File: src/rtl/assert_macros.svh
// assertion macros used by the top-level rtl file
`ifndef ASSERT_MACROS_SVH
`define ASSERT_MACROS_SVH

// property that must hold at every clock edge out of reset
`define ASSERT_ALWAYS(label, prop, msg) \
    label: assert property (@(posedge i_clk) disable iff (!i_rst_n) (prop)) \
        else $error(msg);

// same-cycle implication
`define ASSERT_IMPLIES(label, ante, cons, msg) \
    label: assert property (@(posedge i_clk) disable iff (!i_rst_n) (ante) |-> (cons)) \
        else $error(msg);

// next-cycle implication
`define ASSERT_NEXT(label, ante, cons, msg) \
    label: assert property (@(posedge i_clk) disable iff (!i_rst_n) (ante) |=> (cons)) \
        else $error(msg);

`endif

File: src/rtl/ipv4f_pkg.sv
// types and constants of the ipv4 icmp reply frame filter
`default_nettype none

package ipv4f_pkg;

    localparam int POS_W = 12;
    localparam logic [POS_W-1:0] MAX_FRAME_BYTES = POS_W'(2048);

    localparam logic [POS_W-1:0] POS_ETH_HI   = POS_W'(12);
    localparam logic [POS_W-1:0] POS_ETH_LO   = POS_W'(13);
    localparam logic [POS_W-1:0] POS_IP_START = POS_W'(14);
    localparam logic [POS_W-1:0] POS_TLEN_HI  = POS_W'(16);
    localparam logic [POS_W-1:0] POS_TLEN_LO  = POS_W'(17);
    localparam logic [POS_W-1:0] POS_PROTO    = POS_W'(23);
    localparam logic [POS_W-1:0] POS_DEST_LO  = POS_W'(30);
    localparam logic [POS_W-1:0] POS_DEST_HI  = POS_W'(33);
    localparam logic [POS_W-1:0] MIN_FRAME    = POS_W'(34);

    localparam logic [5:0]  MIN_HDR_LEN    = 6'd20;
    localparam logic [15:0] ETHERTYPE_IPV4 = 16'h0800;
    localparam logic [3:0]  IP_VERSION_4   = 4'd4;
    localparam logic [7:0]  PROTO_ICMP     = 8'd1;
    localparam logic [16:0] SUM_GOOD       = 17'h0FFFF;
    localparam logic [7:0]  ICMP_ECHO_REPLY = 8'd0;

    localparam logic [31:0] LOCAL_ADDR_RESET = 32'h0A00020F;

    localparam int REC_DEPTH = 2;
    localparam int REC_PTR_W = $clog2(REC_DEPTH);
    localparam int REC_CNT_W = $clog2(REC_DEPTH + 1);

    localparam int RES_DEPTH = 2;
    localparam int RES_PTR_W = $clog2(RES_DEPTH);
    localparam int RES_CNT_W = $clog2(RES_DEPTH + 1);

    typedef enum logic [3:0] {
        CAUSE_OK        = 4'd0,
        CAUSE_SHORT     = 4'd1,
        CAUSE_ETHERTYPE = 4'd2,
        CAUSE_VERSION   = 4'd3,
        CAUSE_HDR_LEN   = 4'd4,
        CAUSE_TOTAL_LEN = 4'd5,
        CAUSE_DEST      = 4'd6,
        CAUSE_PROTO     = 4'd7,
        CAUSE_CHECKSUM  = 4'd8,
        CAUSE_ICMP_TYPE = 4'd9
    } t_cause;

    typedef struct packed {
        logic [POS_W-1:0] frame_len;
        logic [15:0]      ethertype;
        logic [7:0]       ver_ihl;
        logic [15:0]      total_len;
        logic [31:0]      dest_addr;
        logic [7:0]       protocol;
        logic [16:0]      hdr_sum;
        logic [7:0]       icmp_type;
        logic             icmp_seen;
    } t_frame_rec;

    typedef struct packed {
        logic       valid;
        t_frame_rec rec;
    } t_rec_beat;

    typedef struct packed {
        logic   accepted;
        t_cause cause;
    } t_result;

endpackage

`default_nettype wire

File: src/rtl/ipv4f_front.sv
// front end: byte parser that captures header fields and the running header sum
`default_nettype none

module ipv4f_front (
    input  logic                   i_clk,
    input  logic                   i_rst_n,
    input  logic                   i_push,
    input  logic [7:0]             i_frame_byte,
    input  logic                   i_last_byte,
    input  logic                   i_rec_full,
    output logic                   o_full,
    output ipv4f_pkg::t_rec_beat   o_rec
);
    import ipv4f_pkg::*;

    logic [POS_W-1:0] r_pos,       n_pos;
    logic [15:0]      r_ethertype, n_ethertype;
    logic [7:0]       r_ver_ihl,   n_ver_ihl;
    logic [15:0]      r_total_len, n_total_len;
    logic [31:0]      r_dest,      n_dest;
    logic [7:0]       r_proto,     n_proto;
    logic [16:0]      r_sum,       n_sum;
    logic [7:0]       r_icmp_type, n_icmp_type;
    logic             r_icmp_seen, n_icmp_seen;

    logic             w_accept;
    logic             w_take;
    logic [7:0]       w_ver_ihl_eff;
    logic [5:0]       w_hlen;
    logic [POS_W-1:0] w_hdr_end;
    logic [15:0]      w_add;
    logic [17:0]      w_sum_raw;
    logic [16:0]      w_sum_fold;

    assign w_accept = i_push && !i_rec_full;
    assign o_full   = i_rec_full;
    assign w_take   = r_pos < MAX_FRAME_BYTES;

    // header length uses the byte being taken when it is the version byte
    assign w_ver_ihl_eff = (r_pos == POS_IP_START) ? i_frame_byte : r_ver_ihl;
    assign w_hlen        = {w_ver_ihl_eff[3:0], 2'b00};
    assign w_hdr_end     = POS_IP_START + POS_W'(w_hlen);

    // odd offsets from the header start carry the low byte of a word
    assign w_add      = r_pos[0] ? {8'h00, i_frame_byte} : {i_frame_byte, 8'h00};
    assign w_sum_raw  = 18'(r_sum) + 18'(w_add);
    assign w_sum_fold = 17'(w_sum_raw[15:0]) + 17'(w_sum_raw[17:16]);

    always_comb begin
        n_pos       = r_pos;
        n_ethertype = r_ethertype;
        n_ver_ihl   = r_ver_ihl;
        n_total_len = r_total_len;
        n_dest      = r_dest;
        n_proto     = r_proto;
        n_sum       = r_sum;
        n_icmp_type = r_icmp_type;
        n_icmp_seen = r_icmp_seen;
        if (w_accept && w_take) begin
            if (r_pos == POS_ETH_HI || r_pos == POS_ETH_LO) begin
                n_ethertype = {r_ethertype[7:0], i_frame_byte};
            end
            if (r_pos == POS_IP_START) begin
                n_ver_ihl = i_frame_byte;
            end
            if (r_pos == POS_TLEN_HI || r_pos == POS_TLEN_LO) begin
                n_total_len = {r_total_len[7:0], i_frame_byte};
            end
            if (r_pos == POS_PROTO) begin
                n_proto = i_frame_byte;
            end
            if (r_pos >= POS_DEST_LO && r_pos <= POS_DEST_HI) begin
                n_dest = {r_dest[23:0], i_frame_byte};
            end
            if (r_pos >= POS_IP_START && r_pos < w_hdr_end) begin
                n_sum = w_sum_fold;
            end
            if (r_pos > POS_IP_START && r_pos == w_hdr_end) begin
                n_icmp_type = i_frame_byte;
                n_icmp_seen = 1'b1;
            end
            n_pos = r_pos + POS_W'(1);
        end
    end

    always_comb begin
        o_rec.valid         = w_accept && i_last_byte;
        o_rec.rec.frame_len = n_pos;
        o_rec.rec.ethertype = n_ethertype;
        o_rec.rec.ver_ihl   = n_ver_ihl;
        o_rec.rec.total_len = n_total_len;
        o_rec.rec.dest_addr = n_dest;
        o_rec.rec.protocol  = n_proto;
        o_rec.rec.hdr_sum   = n_sum;
        o_rec.rec.icmp_type = n_icmp_type;
        o_rec.rec.icmp_seen = n_icmp_seen;
    end

    always_ff @(posedge i_clk) begin
        if (!i_rst_n || (w_accept && i_last_byte)) begin
            r_pos       <= '0;
            r_ethertype <= '0;
            r_ver_ihl   <= '0;
            r_total_len <= '0;
            r_dest      <= '0;
            r_proto     <= '0;
            r_sum       <= '0;
            r_icmp_type <= '0;
            r_icmp_seen <= 1'b0;
        end else begin
            r_pos       <= n_pos;
            r_ethertype <= n_ethertype;
            r_ver_ihl   <= n_ver_ihl;
            r_total_len <= n_total_len;
            r_dest      <= n_dest;
            r_proto     <= n_proto;
            r_sum       <= n_sum;
            r_icmp_type <= n_icmp_type;
            r_icmp_seen <= n_icmp_seen;
        end
    end

endmodule

`default_nettype wire

File: src/rtl/ipv4f_rec_queue.sv
// short queue of captured frame records between front and back end
`default_nettype none

module ipv4f_rec_queue (
    input  logic                   i_clk,
    input  logic                   i_rst_n,
    input  ipv4f_pkg::t_rec_beat   i_push,
    output logic                   o_full,
    output logic                   o_valid,
    output ipv4f_pkg::t_frame_rec  o_head,
    input  logic                   i_pop
);
    import ipv4f_pkg::*;

    t_frame_rec           r_mem [REC_DEPTH];
    logic [REC_PTR_W-1:0] r_wr_ptr, n_wr_ptr;
    logic [REC_PTR_W-1:0] r_rd_ptr, n_rd_ptr;
    logic [REC_CNT_W-1:0] r_count,  n_count;
    logic                 w_wr;
    logic                 w_rd;

    assign o_full  = r_count == REC_CNT_W'(REC_DEPTH);
    assign o_valid = r_count != '0;
    assign o_head  = r_mem[r_rd_ptr];
    assign w_wr    = i_push.valid && !o_full;
    assign w_rd    = i_pop && o_valid;

    always_comb begin
        n_wr_ptr = r_wr_ptr;
        n_rd_ptr = r_rd_ptr;
        n_count  = r_count;
        if (w_wr) begin
            n_wr_ptr = (r_wr_ptr == REC_PTR_W'(REC_DEPTH - 1)) ? '0 : r_wr_ptr + REC_PTR_W'(1);
        end
        if (w_rd) begin
            n_rd_ptr = (r_rd_ptr == REC_PTR_W'(REC_DEPTH - 1)) ? '0 : r_rd_ptr + REC_PTR_W'(1);
        end
        if (w_wr && !w_rd) begin
            n_count = r_count + REC_CNT_W'(1);
        end else if (w_rd && !w_wr) begin
            n_count = r_count - REC_CNT_W'(1);
        end
    end

    always_ff @(posedge i_clk) begin
        if (!i_rst_n) begin
            r_wr_ptr <= '0;
            r_rd_ptr <= '0;
            r_count  <= '0;
        end else begin
            r_wr_ptr <= n_wr_ptr;
            r_rd_ptr <= n_rd_ptr;
            r_count  <= n_count;
        end
    end

    always_ff @(posedge i_clk) begin
        if (w_wr) begin
            r_mem[r_wr_ptr] <= i_push.rec;
        end
    end

endmodule

`default_nettype wire

File: src/rtl/ipv4f_back.sv
// back end: ordered header checks, local address register and result queue
`default_nettype none

module ipv4f_back (
    input  logic                   i_clk,
    input  logic                   i_rst_n,
    input  logic                   i_cfg_we,
    input  logic [31:0]            i_cfg_wdata,
    input  logic                   i_rec_valid,
    input  ipv4f_pkg::t_frame_rec  i_rec,
    output logic                   o_rec_pop,
    output logic                   o_empty,
    output ipv4f_pkg::t_result     o_result,
    input  logic                   i_pop
);
    import ipv4f_pkg::*;

    logic [31:0]          r_local_addr;
    t_result              r_mem [RES_DEPTH];
    logic [RES_PTR_W-1:0] r_wr_ptr, n_wr_ptr;
    logic [RES_PTR_W-1:0] r_rd_ptr, n_rd_ptr;
    logic [RES_CNT_W-1:0] r_count,  n_count;

    logic       w_full;
    logic       w_wr;
    logic       w_rd;
    logic [5:0] w_hlen;
    t_cause     w_cause;
    t_result    w_result;

    assign w_hlen = {i_rec.ver_ihl[3:0], 2'b00};

    always_comb begin
        if (i_rec.frame_len < MIN_FRAME) begin
            w_cause = CAUSE_SHORT;
        end else if (i_rec.ethertype != ETHERTYPE_IPV4) begin
            w_cause = CAUSE_ETHERTYPE;
        end else if (i_rec.ver_ihl[7:4] != IP_VERSION_4) begin
            w_cause = CAUSE_VERSION;
        end else if (w_hlen < MIN_HDR_LEN
                     || i_rec.frame_len < POS_IP_START + POS_W'(w_hlen)) begin
            w_cause = CAUSE_HDR_LEN;
        end else if (i_rec.total_len < 16'(w_hlen)
                     || i_rec.total_len > 16'(i_rec.frame_len - POS_IP_START)) begin
            w_cause = CAUSE_TOTAL_LEN;
        end else if (i_rec.dest_addr != r_local_addr) begin
            w_cause = CAUSE_DEST;
        end else if (i_rec.protocol != PROTO_ICMP) begin
            w_cause = CAUSE_PROTO;
        end else if (i_rec.hdr_sum != SUM_GOOD) begin
            w_cause = CAUSE_CHECKSUM;
        end else if (!i_rec.icmp_seen || i_rec.icmp_type != ICMP_ECHO_REPLY) begin
            w_cause = CAUSE_ICMP_TYPE;
        end else begin
            w_cause = CAUSE_OK;
        end
        w_result.accepted = w_cause == CAUSE_OK;
        w_result.cause    = w_cause;
    end

    assign w_full    = r_count == RES_CNT_W'(RES_DEPTH);
    assign o_empty   = r_count == '0;
    assign o_result  = r_mem[r_rd_ptr];
    assign w_wr      = i_rec_valid && !w_full;
    assign w_rd      = i_pop && !o_empty;
    assign o_rec_pop = w_wr;

    always_comb begin
        n_wr_ptr = r_wr_ptr;
        n_rd_ptr = r_rd_ptr;
        n_count  = r_count;
        if (w_wr) begin
            n_wr_ptr = (r_wr_ptr == RES_PTR_W'(RES_DEPTH - 1)) ? '0 : r_wr_ptr + RES_PTR_W'(1);
        end
        if (w_rd) begin
            n_rd_ptr = (r_rd_ptr == RES_PTR_W'(RES_DEPTH - 1)) ? '0 : r_rd_ptr + RES_PTR_W'(1);
        end
        if (w_wr && !w_rd) begin
            n_count = r_count + RES_CNT_W'(1);
        end else if (w_rd && !w_wr) begin
            n_count = r_count - RES_CNT_W'(1);
        end
    end

    always_ff @(posedge i_clk) begin
        if (!i_rst_n) begin
            r_local_addr <= LOCAL_ADDR_RESET;
            r_wr_ptr     <= '0;
            r_rd_ptr     <= '0;
            r_count      <= '0;
        end else begin
            if (i_cfg_we) begin
                r_local_addr <= i_cfg_wdata;
            end
            r_wr_ptr <= n_wr_ptr;
            r_rd_ptr <= n_rd_ptr;
            r_count  <= n_count;
        end
    end

    always_ff @(posedge i_clk) begin
        if (w_wr) begin
            r_mem[r_wr_ptr] <= w_result;
        end
    end

endmodule

`default_nettype wire

File: src/rtl/ipv4_icmp_reply_frame_filter.sv
// Receive-side IPv4 ICMP echo-reply filter. Frame bytes enter one per clock
// while full is low, through push/full, starting at the destination MAC,
// with i_last_byte on the final beat; full rises only when the two-entry
// record queue between the parser and the checker is full, so a steady byte
// stream is never stalled while results are drained. Each frame yields one
// verdict (o_accepted, o_reject_cause naming the first failing check): its
// record is registered in the record queue, then moved by the checker into a
// two-entry result queue whose head drives the result ports until popped.
// Bytes past 2048 are ignored for length purposes. The local address register
// may only be written while no frame is in flight and no verdict is pending.
`default_nettype none

`include "assert_macros.svh"

module ipv4_icmp_reply_frame_filter (
    input  logic        i_clk,
    input  logic        i_rst_n,
    input  logic        push,
    output logic        full,
    input  logic [7:0]  i_frame_byte,
    input  logic        i_last_byte,
    output logic        empty,
    input  logic        pop,
    output logic        o_accepted,
    output logic [3:0]  o_reject_cause,
    input  logic        i_cfg_we,
    input  logic [31:0] i_cfg_wdata
);
    import ipv4f_pkg::*;

    t_rec_beat  w_rec_push;
    logic       w_rec_full;
    logic       w_rec_valid;
    t_frame_rec w_rec_head;
    logic       w_rec_pop;
    t_result    w_result;

    ipv4f_front u_front (
        .i_clk        (i_clk),
        .i_rst_n      (i_rst_n),
        .i_push       (push),
        .i_frame_byte (i_frame_byte),
        .i_last_byte  (i_last_byte),
        .i_rec_full   (w_rec_full),
        .o_full       (full),
        .o_rec        (w_rec_push)
    );

    ipv4f_rec_queue u_rec_queue (
        .i_clk   (i_clk),
        .i_rst_n (i_rst_n),
        .i_push  (w_rec_push),
        .o_full  (w_rec_full),
        .o_valid (w_rec_valid),
        .o_head  (w_rec_head),
        .i_pop   (w_rec_pop)
    );

    ipv4f_back u_back (
        .i_clk       (i_clk),
        .i_rst_n     (i_rst_n),
        .i_cfg_we    (i_cfg_we),
        .i_cfg_wdata (i_cfg_wdata),
        .i_rec_valid (w_rec_valid),
        .i_rec       (w_rec_head),
        .o_rec_pop   (w_rec_pop),
        .o_empty     (empty),
        .o_result    (w_result),
        .i_pop       (pop)
    );

    assign o_accepted     = w_result.accepted;
    assign o_reject_cause = 4'(w_result.cause);

    `ASSERT_IMPLIES(a_accept_matches_cause, !empty,
        o_accepted == (o_reject_cause == 4'(CAUSE_OK)), "verdict flag disagrees with cause")
    `ASSERT_IMPLIES(a_cause_in_range, !empty,
        o_reject_cause <= 4'(CAUSE_ICMP_TYPE), "reject cause out of range")
    `ASSERT_NEXT(a_last_beat_queued, push && !full && i_last_byte,
        w_rec_valid, "last byte taken but no record queued")

endmodule

`default_nettype wire

File: config.mk
export PLATFORM = sky130hd
export DESIGN_NAME = ipv4_icmp_reply_frame_filter
export DESIGN_NICKNAME = d
export VERILOG_FILES = /design/src/rtl/ipv4f_pkg.sv /design/src/rtl/ipv4f_front.sv /design/src/rtl/ipv4f_rec_queue.sv /design/src/rtl/ipv4f_back.sv /design/src/rtl/ipv4_icmp_reply_frame_filter.sv
export VERILOG_INCLUDE_DIRS = /design/src /design/src/rtl
export SDC_FILE = /design/constraint.sdc
export NUM_CORES = 1
export LEC_CHECK = 0
export ABC_AREA = 1
export BUFFER_PORTS_ARGS = -buffer_cell sky130_fd_sc_hd__buf_2
export CAP_MARGIN = 20
export CORE_MARGIN = 2
export CORE_UTILIZATION = 50
export CTS_CLUSTER_SIZE = 30
export DETAILED_ROUTE_END_ITERATION = 8
export PLACE_DENSITY = 0.69
export RECOVER_POWER = 100
export SETUP_SLACK_MARGIN = 0.1
export SLEW_MARGIN = 10
export SYNTH_ARGS = -nofsm -noshare
export SYNTH_HDL_FRONTEND = slang
export SYNTH_SLANG_ARGS = --single-unit
export TNS_END_PERCENT = 10
File: constraint.sdc
create_clock -name i_clk -period 6.9 [get_ports i_clk]
set_clock_uncertainty 0.2 [all_clocks]
set_input_delay 0.69 -clock i_clk [delete_from_list [all_inputs] [get_ports i_clk]]
set_output_delay 0.69 -clock i_clk [all_outputs]
set_load 0.05 [all_outputs]
After elaboration in Yosys (flattened, before gate mapping) --
Memory sizes are Yosys's and may differ from the RTL's. A register that Yosys moved wholly into a read port is not among the register bits. Index checks and enable logic that the tools add are counted. W data, S select, Z words.
Operators by class: multiply operators 0, muxes and demuxes 43, $lt $le $gt $ge 11, shift-type cells 0, add/subtract/negate cells 14, reductions and logical operators 35, div/mod/pow operators 0, bitwise logic cells 0, equality and inequality tests 14
Operators by type and width (number):
- $mux W16 | 5
- $mux W32 | 2
- $mux W8 | 6
- $eq A12 B4 Y1 const B | 3
- $eq A12 B5 Y1 const B | 3
- $mux W4 | 9
- $mux W17 | 2
- $ne A32 B32 Y1 | 1
- $lt A12 B12 Y1 | 2
- $add A17 B16 Y18 | 1
- $add A16 B2 Y17 | 1
- $ne A17 B16 Y1 const B | 1
- $gt A16 B16 Y1 | 1
- $lt A16 B6 Y1 | 1
- $ne A16 B12 Y1 const B | 1
- $add A4 B6 Y7 const A | 2
- $logic_and A1 B1 Y1 | 14
- $mux W1 | 14
- $sub A12 B4 Y13 const B | 1
- $add A12 B1 Y12 const B | 1
- $eq A12 B12 Y1 | 1
- $ge A12 B4 Y1 const B | 1
- $ge A12 B5 Y1 const B | 1
- $gt A12 B4 Y1 const B | 1
- 18 further kinds | 42
Word-level totals: bits in writable memories 246, bits in latches 0, word-level logic and storage cells 135, output and inout bits 7, register bits 158, ROM bits 0, bits of input ports 46, memories 2
Memories:
- u_rec_queue.r_mem | words 2, bits a word 118, read ports 1, clocked after memory_dff 1, wr ports 1, RTL line ipv4f_rec_queue.sv:15 | t_frame_rec r_mem [REC_DEPTH];
- u_back.r_mem | words 2, bits a word 5, read ports 1, clocked after memory_dff 1, wr ports 1, RTL line ipv4f_back.sv:19 | t_result r_mem [RES_DEPTH];

Logic depth before layout (Yosys ltp) --
Gate-level depths: netlist (run 1).
depth in word-level cells 12, gate-level depth with buffers 29, depth with buffers taken out 28

Modules after synthesis --
Synthesis (run 1) repeated with hierarchy kept, for this count alone.
Unflattened totals: cell total of the unflattened synthesis 2011, area total of the unflattened synthesis 19668.9 um^2
By module, submodules not included:
- ipv4f_rec_queue | area each 8822.2 um^2, seq. area each 7186.9 um^2, instances 1, cells an instance 404
- ipv4f_front | area each 7514.7 um^2, seq. area each 2362.3 um^2, instances 1, cells an instance 1114
- ipv4f_back | area each 3331.9 um^2, seq. area each 1041.0 um^2, instances 1, cells an instance 493

Least setup slack after synthesis (run 1) --
OpenSTA, ideal clock, no wires.
kind input to register, from input push, to memory u_rec_queue.r_mem[0][0] in the netlist's numbering (enable), setup slack 0.227 ns, path buffers 0, setup time 0.597 ns, data required time 6.103 ns, data arrival time 5.876 ns, stages 4, cell sequence nand2_2 > inv_1 > nand2_1 > nor2_1
Between the ends: longest elaborated chain between the ends 5
Ends and longest elaborated chain:
- from (decl) | RTL line ipv4_icmp_reply_frame_filter.sv:18 | input logic push,
- $logic_and A1 B1 Y1 | RTL line ipv4f_front.sv:35 | assign w_accept = i_push && !i_rec_full;
- $logic_and A1 B1 Y1 | RTL line ipv4f_front.sv:87 | o_rec.valid = w_accept && i_last_byte;
- $logic_and A1 B1 Y1 | RTL line ipv4f_rec_queue.sv:25 | assign w_wr = i_push.valid && !o_full;
- $mux W1 | RTL line ipv4f_rec_queue.sv:58 | if (w_wr) begin
- $mux W1 (implied by the code) | RTL line ipv4f_rec_queue.sv:59 | r_mem[r_wr_ptr] <= i_push.rec;
- to (decl) | RTL line ipv4f_rec_queue.sv:15
Every way passes these cells.

==> results of run 1 <==
-- power breakdown --
group          switching, mW  total [mW]  internal, mW
registers              0.101        2.83          2.72
logic                  0.967        1.39         0.425
clock network          0.951        2.32          1.37
-- cells in the mapped netlist, types with 3 or more instances --
master / number
xnor2_1: 5
nor4_1: 10
inv_2: 13
nand3b_1: 20
buf_4: 7
a211oi_1: 8
o21ai_0: 117
dfxtp_1: 160
or2_2: 10
edfxtp_1: 246
nor3_1: 18
mux2_2: 5
xor2_1: 20
buf_2: 13
nand2_1: 580
nand3_1: 99
nand2_2: 5
nor2_1: 216
inv_1: 373
ha_1: 57
o211ai_1: 3
o21ai_1: 35
nor2_4: 3
and2_1: 5
o21ai_2: 7
a21oi_1: 91
nor2_2: 3
a21o_1: 3
or2_1: 6
mux2i_1: 3
clkbuf_1: 39
nand4_1: 26
-- how the worst min path moves through the flow --
stage          depth (start not counted)  slack, ns            startpoint                      end
6_report                               3       0.16        i_cfg_wdata[6]   u_back.r_local_addr[6]
5_1_grt                                3       0.17       i_cfg_wdata[29]  u_back.r_local_addr[29]
4_1_cts                                3       0.14       i_cfg_wdata[27]  u_back.r_local_addr[27]
3_5_place_dp                           1       0.24  u_rec_queue.r_rd_ptr                     flop
3_3_place_gp                           1       0.23  u_rec_queue.r_rd_ptr                     flop
2_1_floorplan                          1       0.23  u_rec_queue.r_rd_ptr                     flop
-- worst reg2reg max path: stages (launching register included) --
cell and delay [ns]:
dfxtp_4 0.69, clkbuf_2 1.23, nand2_1 0.14, o21ai_0 0.20
clkinv_1 0.21, ha_1 0.26, a21oi_1 0.23, nand2_1 0.08
nor2_1 0.20, nand4_1 0.15, xnor2_1 0.16, ha_1 0.33
nand4_1 0.08, nor3_1 0.21, nand3_1 0.10, a21oi_1 0.37
nand4_1 0.22, nand2_1 0.14, nand3_1 0.08, nor2_1 0.15
-- cell families (layout without fill, tap and decap cells) --
kind of cell | after synthesis | in the layout
simple gates | 1015 | 1015
mux | 8 | 8
flops | 406 | 406
buf+inv | 448 | 526
compound gates | 277 | 277
xor+xnor | 25 | 25
fa+ha+maj | 59 | 59
-- layer usage --
layer / wire, um / up-vias
met3: 2260 / 87
met4: 1700 / 0
met5: 0 / -
met2: 21900 / 348
li1: - / 7290
met1: 18800 / 6718
-- layout make-up --
type	instances	area (um^2)	area share, %
Inverter	388	1460	6.87
Clock inverter	14	225	1.06
Timing Repair Buffer	62	297	1.40
Multi-Input combinational cell	1384	6790	32.0
Sequential cell	406	10600	50.0
Clock buffer	62	1210	5.69
Tap cell	511	639	3.02
-- stage by stage --
step / hold WS, ns / cell area, um^2 / instances / util, % / total power [mW]
floorplan: 0.225 / 19200 / 2238 / - / 3.91
global placement: 0.228 / 19900 / 2749 / 52.7 / 4.23
detailed placement: 0.239 / 19900 / 2749 / 52.7 / 4.28
CTS: 0.142 / 21300 / 2825 / 56.5 / 6.60
global route: 0.167 / 21200 / 2827 / 56.2 / 6.88
finish: 0.159 / 21200 / 2827 / 56.2 / 6.54
-- placed cells by master, fill, tap and decap left out, types with 4 or more instances in the layout --
| cell type | Yosys | layout |
|---|---|---|
| nand2_1 | 580 | 584 |
| inv_1 | 373 | 376 |
| edfxtp_1 | 246 | 246 |
| nor2_1 | 216 | 219 |
| dfxtp_1 | 160 | 159 |
| o21ai_0 | 117 | 142 |
| nand3_1 | 99 | 102 |
| a21oi_1 | 91 | 92 |
| ha_1 | 57 | 57 |
| buf_2 | 13 | 43 |
| clkbuf_16 | 0 | 42 |
| nand4_1 | 26 | 27 |
| clkbuf_1 | 39 | 27 |
| xor2_1 | 20 | 20 |
| nor3_1 | 18 | 20 |
| nand3b_1 | 20 | 20 |
| o21ai_1 | 35 | 11 |
| or2_2 | 10 | 10 |
| nor4_1 | 10 | 10 |
| inv_2 | 13 | 8 |
| a211oi_1 | 8 | 8 |
| clkbuf_8 | 0 | 8 |
| o21ai_2 | 7 | 6 |
| or2_1 | 6 | 5 |
| xnor2_1 | 5 | 5 |
| clkinv_1 | 2 | 5 |
| mux2_2 | 5 | 5 |
| and2_1 | 5 | 4 |
| bufinv_16 | 0 | 4 |
-- state kept, by name, summed over array words and instances, names as in the netlist, 2 cells and up, named ones only --
signal               flops
u_front.r_ethertype     16
u_front.r_total_len     16
u_front.r_icmp_type      8
u_back.r_count           2
u_front.r_proto          8
u_front.r_pos           12
u_rec_queue.r_count      2
u_back.r_mem            10
u_back.r_local_addr     32
u_rec_queue.r_mem      236
u_front.r_sum           17
u_front.r_dest          32
u_front.r_ver_ihl        8
==> results.py, run 1 <==
metrics = {
    "outcome": {
        "run_status": "complete, but fails checks",
        "violations": "max-capacitance violations, max-slew violations",
    },
    "synth": {
        "yosys_warnings": 0,
        "muxShareOfSynthArea_pct": 0.450,
        "syn_nets": 2343,
        "syn_inst": 2238,
        "yosysTopAreaCellShare_pct": 38.5,
        "synth_edf_count": 246,
        "synth_top_family_by_area": "simple AND/OR/NAND/NOR gates",
        "ys_async_sr_fraction_pct": 0,
        "synthesis.area_mm2": 0.0192,
        "avgSynthCellArea_um2": 8.57,
        "synth_simple_gate_area_share_pct": 22.5,
        "ys.flop_type": "edfxtp_1",
        "ys_seq_elements": 406,
        "yosysSeqAreaShare_pct": 55.2,
        "synth_area_leader_cell": "edfxtp_1",
        "synth.area.top_cells": "edfxtp_1 (39%), dfxtp_1 (17%), nand2_1 (11%), inv_1 (7.3%), nor2_1 (4.2%)",
        "synth_xor_area_share_pct": 1.14,
        "synth_compound_area_share_pct": 7.76,
        "synth_fa_ha_area_share_pct": 3.93,
        "ys_types": 55,
    },
    "grt": {
        "use_met3_pct": 3.16,
        "busiest_layer": "met2",
        "overflow": 0,
        "grt_pass1_vias": 14037,
        "grt_start_max_net_pins": 119,
        "use_met2_pct": 41.2,
        "antenna_found_initial": 2,
        "grt.total_usage_pct": 22.9,
        "use_met1_pct": 27.7,
        "grt_pass1_wl_um": 71100,
    },
    "critical_path": {
        "crit_path_max_incr_delay_ns": 1.22,
        "r2r-end": "u_back.r_mem[1][4]",
        "worstSetupPathType": "flop to flop",
        "cp-end-kind": "flop",
        "cpLargestDelayFamily": "simple AND/OR/NAND/NOR gates",
        "crit_end": "u_back.r_mem[1][4]",
        "slowest_stage": "clkbuf_2",
        "cp_num_buf_inv": 2,
        "r2r_cells": 19,
        "startpoint_type": "flop",
        "cp_max_fo": 67,
        "worstPathCellList": "clkbuf_2, nand2_1, o21ai_0, clkinv_1, ha_1, a21oi_1, nand2_1, nor2_1, nand4_1, xnor2_1, ha_1, nand4_1, nor3_1, nand3_1, a21oi_1, nand4_1, nand2_1, nand3_1, nor2_1",
        "rrSetupSlack_ns": 1.32,
        "crit_cells": 19,
        "cp.arrival_ns": 5.77,
        "critPathRequiredTime_ns": 7.09,
    },
    "timing": {
        "setup_viol": 0,
        "layout_setup_ws_ns": 1.32,
        "rsz0062_at_grt": "false",
        "finalCritPeriodShare_pct": 80.9,
        "drv_slew": 403,
        "max_freq_mhz": 179,
        "final-hold-violation-count": 0,
        "worst_slew_pin_slew_ns": 3.38,
        "max-slew-margin-rel_pct": -126,
        "fin_crit_ns": 5.58,
        "tns_ns": 0,
    },
    "power": {
        "p_leak_nw": 10.0,
        "power_density_mw_per_mm2": 308,
        "irDropWorstVdd_uv": 206,
    },
    "die": {
        "die_h_um": 200,
        "io_pins": 53,
        "die_x_um": 200,
        "die_area_mm2": 0.0400,
        "fp-row-count": 71,
        "start_util_pct": 50.8,
        "core-area_mm2": 0.0378,
    },
    "placement": {
        "hpwl_um": 30500,
        "io_buffers": 52,
        "gp_congestion": 0.855,
        "dp_slack_ns": 1.90,
    },
    "cts": {
        "cts_tree": "built",
        "cts-buffers-inserted": 42,
        "root_buffer": "clkbuf_16",
        "clockBufferDepth": 3,
        "hold_buffers": 0,
        "worstSkewPairLatency_ns": 0.56,
        "htree_num_levels": 2,
        "cts_sinks": 406,
        "clkTransAtPathRegs_ns": 0.06,
        "cts_setup_buffers": 0,
        "cts-resized-gates": 0,
    },
    "finish": {
        "fin_nets": 2389,
        "antennaDiodeCount": 0,
        "drive_gt1_share_pct": 6.39,
        "fillCellCount": 3392,
        "synthToLayoutAreaGrowth_pct": 10.5,
    },
    "min_path": {
        "min_path_type": "primary input to flop",
    },
    "detailed_routing": {
        "detail-route-antenna-nets": 0,
        "post_drt_wl_per_cell_um": 15.8,
        "viasPerCell": 5.11,
        "drc": 0,
        "firstDrtPassIters": 5,
        "drt-initial-drc-count": 831,
        "num_vias": 14443,
        "wl_um": 44700,
    },
    "flow_run": {
        "cap_violations": 6,
    },
}
No activity file was read; power rests on OpenSTA's default activity.
==> run 2, diff against run 1 <==
clock period = 5.04 ns   (was 6.9 ns; I/O delays follow)
==> run 2 against run 1 <==
Against the previous run:
- the run still ends with max-capacitance violations, max-slew violations left
- die area did not move
- fmax up 23%
- wire length decreased by 1.6%
- setup slack lost 0.82 ns
- via count decreased by 0.26%
- hold slack got worse by 0.14 ns
- critical endpoint is now u_rec_queue.r_mem[0][76]
- highest routed layer unchanged
==> results.py, run 2 (same netlist as run 1, synthesis figures left out) <==
metrics = {
    "timing": {
        "finalCritPeriodShare_pct": 90.1,
        "rsz0062_at_grt": "false",
        "final-hold-violation-count": 0,
        "worst_slew_pin_slew_ns": 2.57,
        "setup_viol": 0,
        "max-slew-margin-rel_pct": -71.5,
        "fin_crit_ns": 4.54,
        "max_freq_mhz": 220,
        "drv_slew": 222,
    },
    "finish": {
        "reg_top3": "u_rec_queue.r_mem: 236 flops, u_back.r_local_addr: 32 flops, u_front.r_dest: 32 flops",
        "final_common_cell": "nand2_1",
        "synthToLayoutAreaGrowth_pct": 11.0,
        "largest_register": "u_rec_queue.r_mem",
        "fin_nets": 2413,
        "largest_reg_flops": 236,
        "final_cell_mix": "nand2_1 (582), inv_1 (376), edfxtp_1 (246)",
        "fin_util_pct": 56.4,
        "fin_area_mm2": 0.0213,
        "antennaDiodeCount": 0,
        "drive_gt1_share_pct": 6.66,
    },
    "cts": {
        "cts_tree": "built",
        "root_buffer": "clkbuf_16",
        "cts_sinks": 406,
        "htree_num_levels": 2,
        "cts-buffers-inserted": 43,
        "worstSkewPairLatency_ns": 0.57,
        "clockBufferDepth": 3,
        "clkTransAtPathRegs_ns": 0.06,
    },
    "grt": {
        "grt_start_max_net_pins": 93,
        "grt_pass1_wl_um": 69600,
        "overflow": 0,
        "grt.total_usage_pct": 22.5,
        "grt_pass1_vias": 13752,
        "antenna_found_initial": 0,
    },
    "outcome": {
        "run_status": "complete, but fails checks",
        "violations": "max-capacitance violations, max-slew violations",
    },
    "detailed_routing": {
        "num_vias": 14406,
        "drc": 0,
        "wl_um": 44000,
        "detail-route-antenna-nets": 0,
        "post_drt_wl_per_cell_um": 15.4,
        "drt-initial-drc-count": 888,
        "viasPerCell": 5.05,
        "firstDrtPassIters": 5,
    },
    "power": {
        "power_density_mw_per_mm2": 410,
        "irDropWorstVdd_uv": 283,
        "totalPowerFinal_mw": 8.74,
        "p_leak_nw": 10.0,
    },
    "critical_path": {
        "worstSetupPathType": "flop to flop",
        "startpoint_type": "flop",
        "cp-end-kind": "flop",
        "rrSetupSlack_ns": 0.50,
        "critPathRequiredTime_ns": 4.95,
        "cp_max_fo": 92,
        "cp.arrival_ns": 4.46,
    },
    "die": {
        "die_area_mm2": 0.0400,
        "core-area_mm2": 0.0378,
        "die_x_um": 200,
        "die_h_um": 200,
        "io_pins": 53,
        "start_util_pct": 50.8,
        "fp-row-count": 71,
    },
    "placement": {
        "io_buffers": 52,
        "gp_congestion": 0.902,
        "hpwl_um": 30700,
        "placed_area_mm2": 0.0200,
    },
    "flow_run": {
        "cap_violations": 4,
    },
    "min_path": {
        "min_path_type": "primary input to flop",
    },
}
-- run 2: area by class of cell --
| cell class | count | area, um^2 |
|---|---|---|
| Fill cell | 3368 | 16500 |
| Sequential cell | 406 | 10600 |
| Multi-Input combinational cell | 1384 | 6800 |
| Inverter | 388 | 1460 |
| Clock buffer | 62 | 1180 |
| Tap cell | 511 | 639 |
| Timing Repair Buffer | 85 | 483 |
| Clock inverter | 17 | 135 |
-- run 2: path summary, 6_finish.rpt --
path | from | depth (start not counted) | end
min reg2reg | u_front.r_icmp_seen | 2 | u_front.r_icmp_seen
max | u_rec_queue.r_count[0] | 7 | u_rec_queue.r_mem[0][76]
max reg2reg | u_rec_queue.r_count[0] | 7 | u_rec_queue.r_mem[0][76]
min | i_cfg_wdata[13] | 3 | u_back.r_local_addr[13]
-- run 2: worst max-delay path, stage by stage, from the launching register on --
cell and delay [ns]:
dfxtp_1 0.37, inv_1 0.09, nand2_1 0.11, nand2_1 0.14, inv_1 0.14, nand2_1 0.16
nor2_1 0.84, clkbuf_2 1.91
-- run 2: power breakdown --
group | leakage (nW) | total, mW | switching [mW] | internal, mW
Sequential | 3.63 | 3.83 | 0.112 | 3.72
Combinational | 5.80 | 1.94 | 1.35 | 0.599
Clock | 0.624 | 2.96 | 1.28 | 1.68
-- run 2: what timing repair did --
action	CTS	global route
hold endpoints to repair	13	0
hold buffers	13	0
setup buffers	0	0
endpoints found under the setup margin	0	14
resized for setup	0	2
-- run 2: per-stage QoR --
step	cells	hold WS [ns]	setup TNS [ns]	worst slack, ns
4_1_cts	2851	0.000320	0	0.482
3_5_place_dp	2759	0.248	0	0.384
2_1_floorplan	2238	0.225	-341.41	-1.45
5_1_grt	2853	0.0327	0	0.0850
3_3_place_gp	2759	0.236	0	0.512
6_report	2853	0.0225	0	0.498
-- run 2: routing by layer --
metal | up-vias | global-route usage, % | share of wire [%]
li1 | 7345 | - | -
met4 | 0 | 7.00 | 2.4
met1 | 6680 | 28.3 | 44
met3 | 66 | 3.43 | 4.4
met2 | 315 | 40.2 | 49
met5 | - | 0 | 0
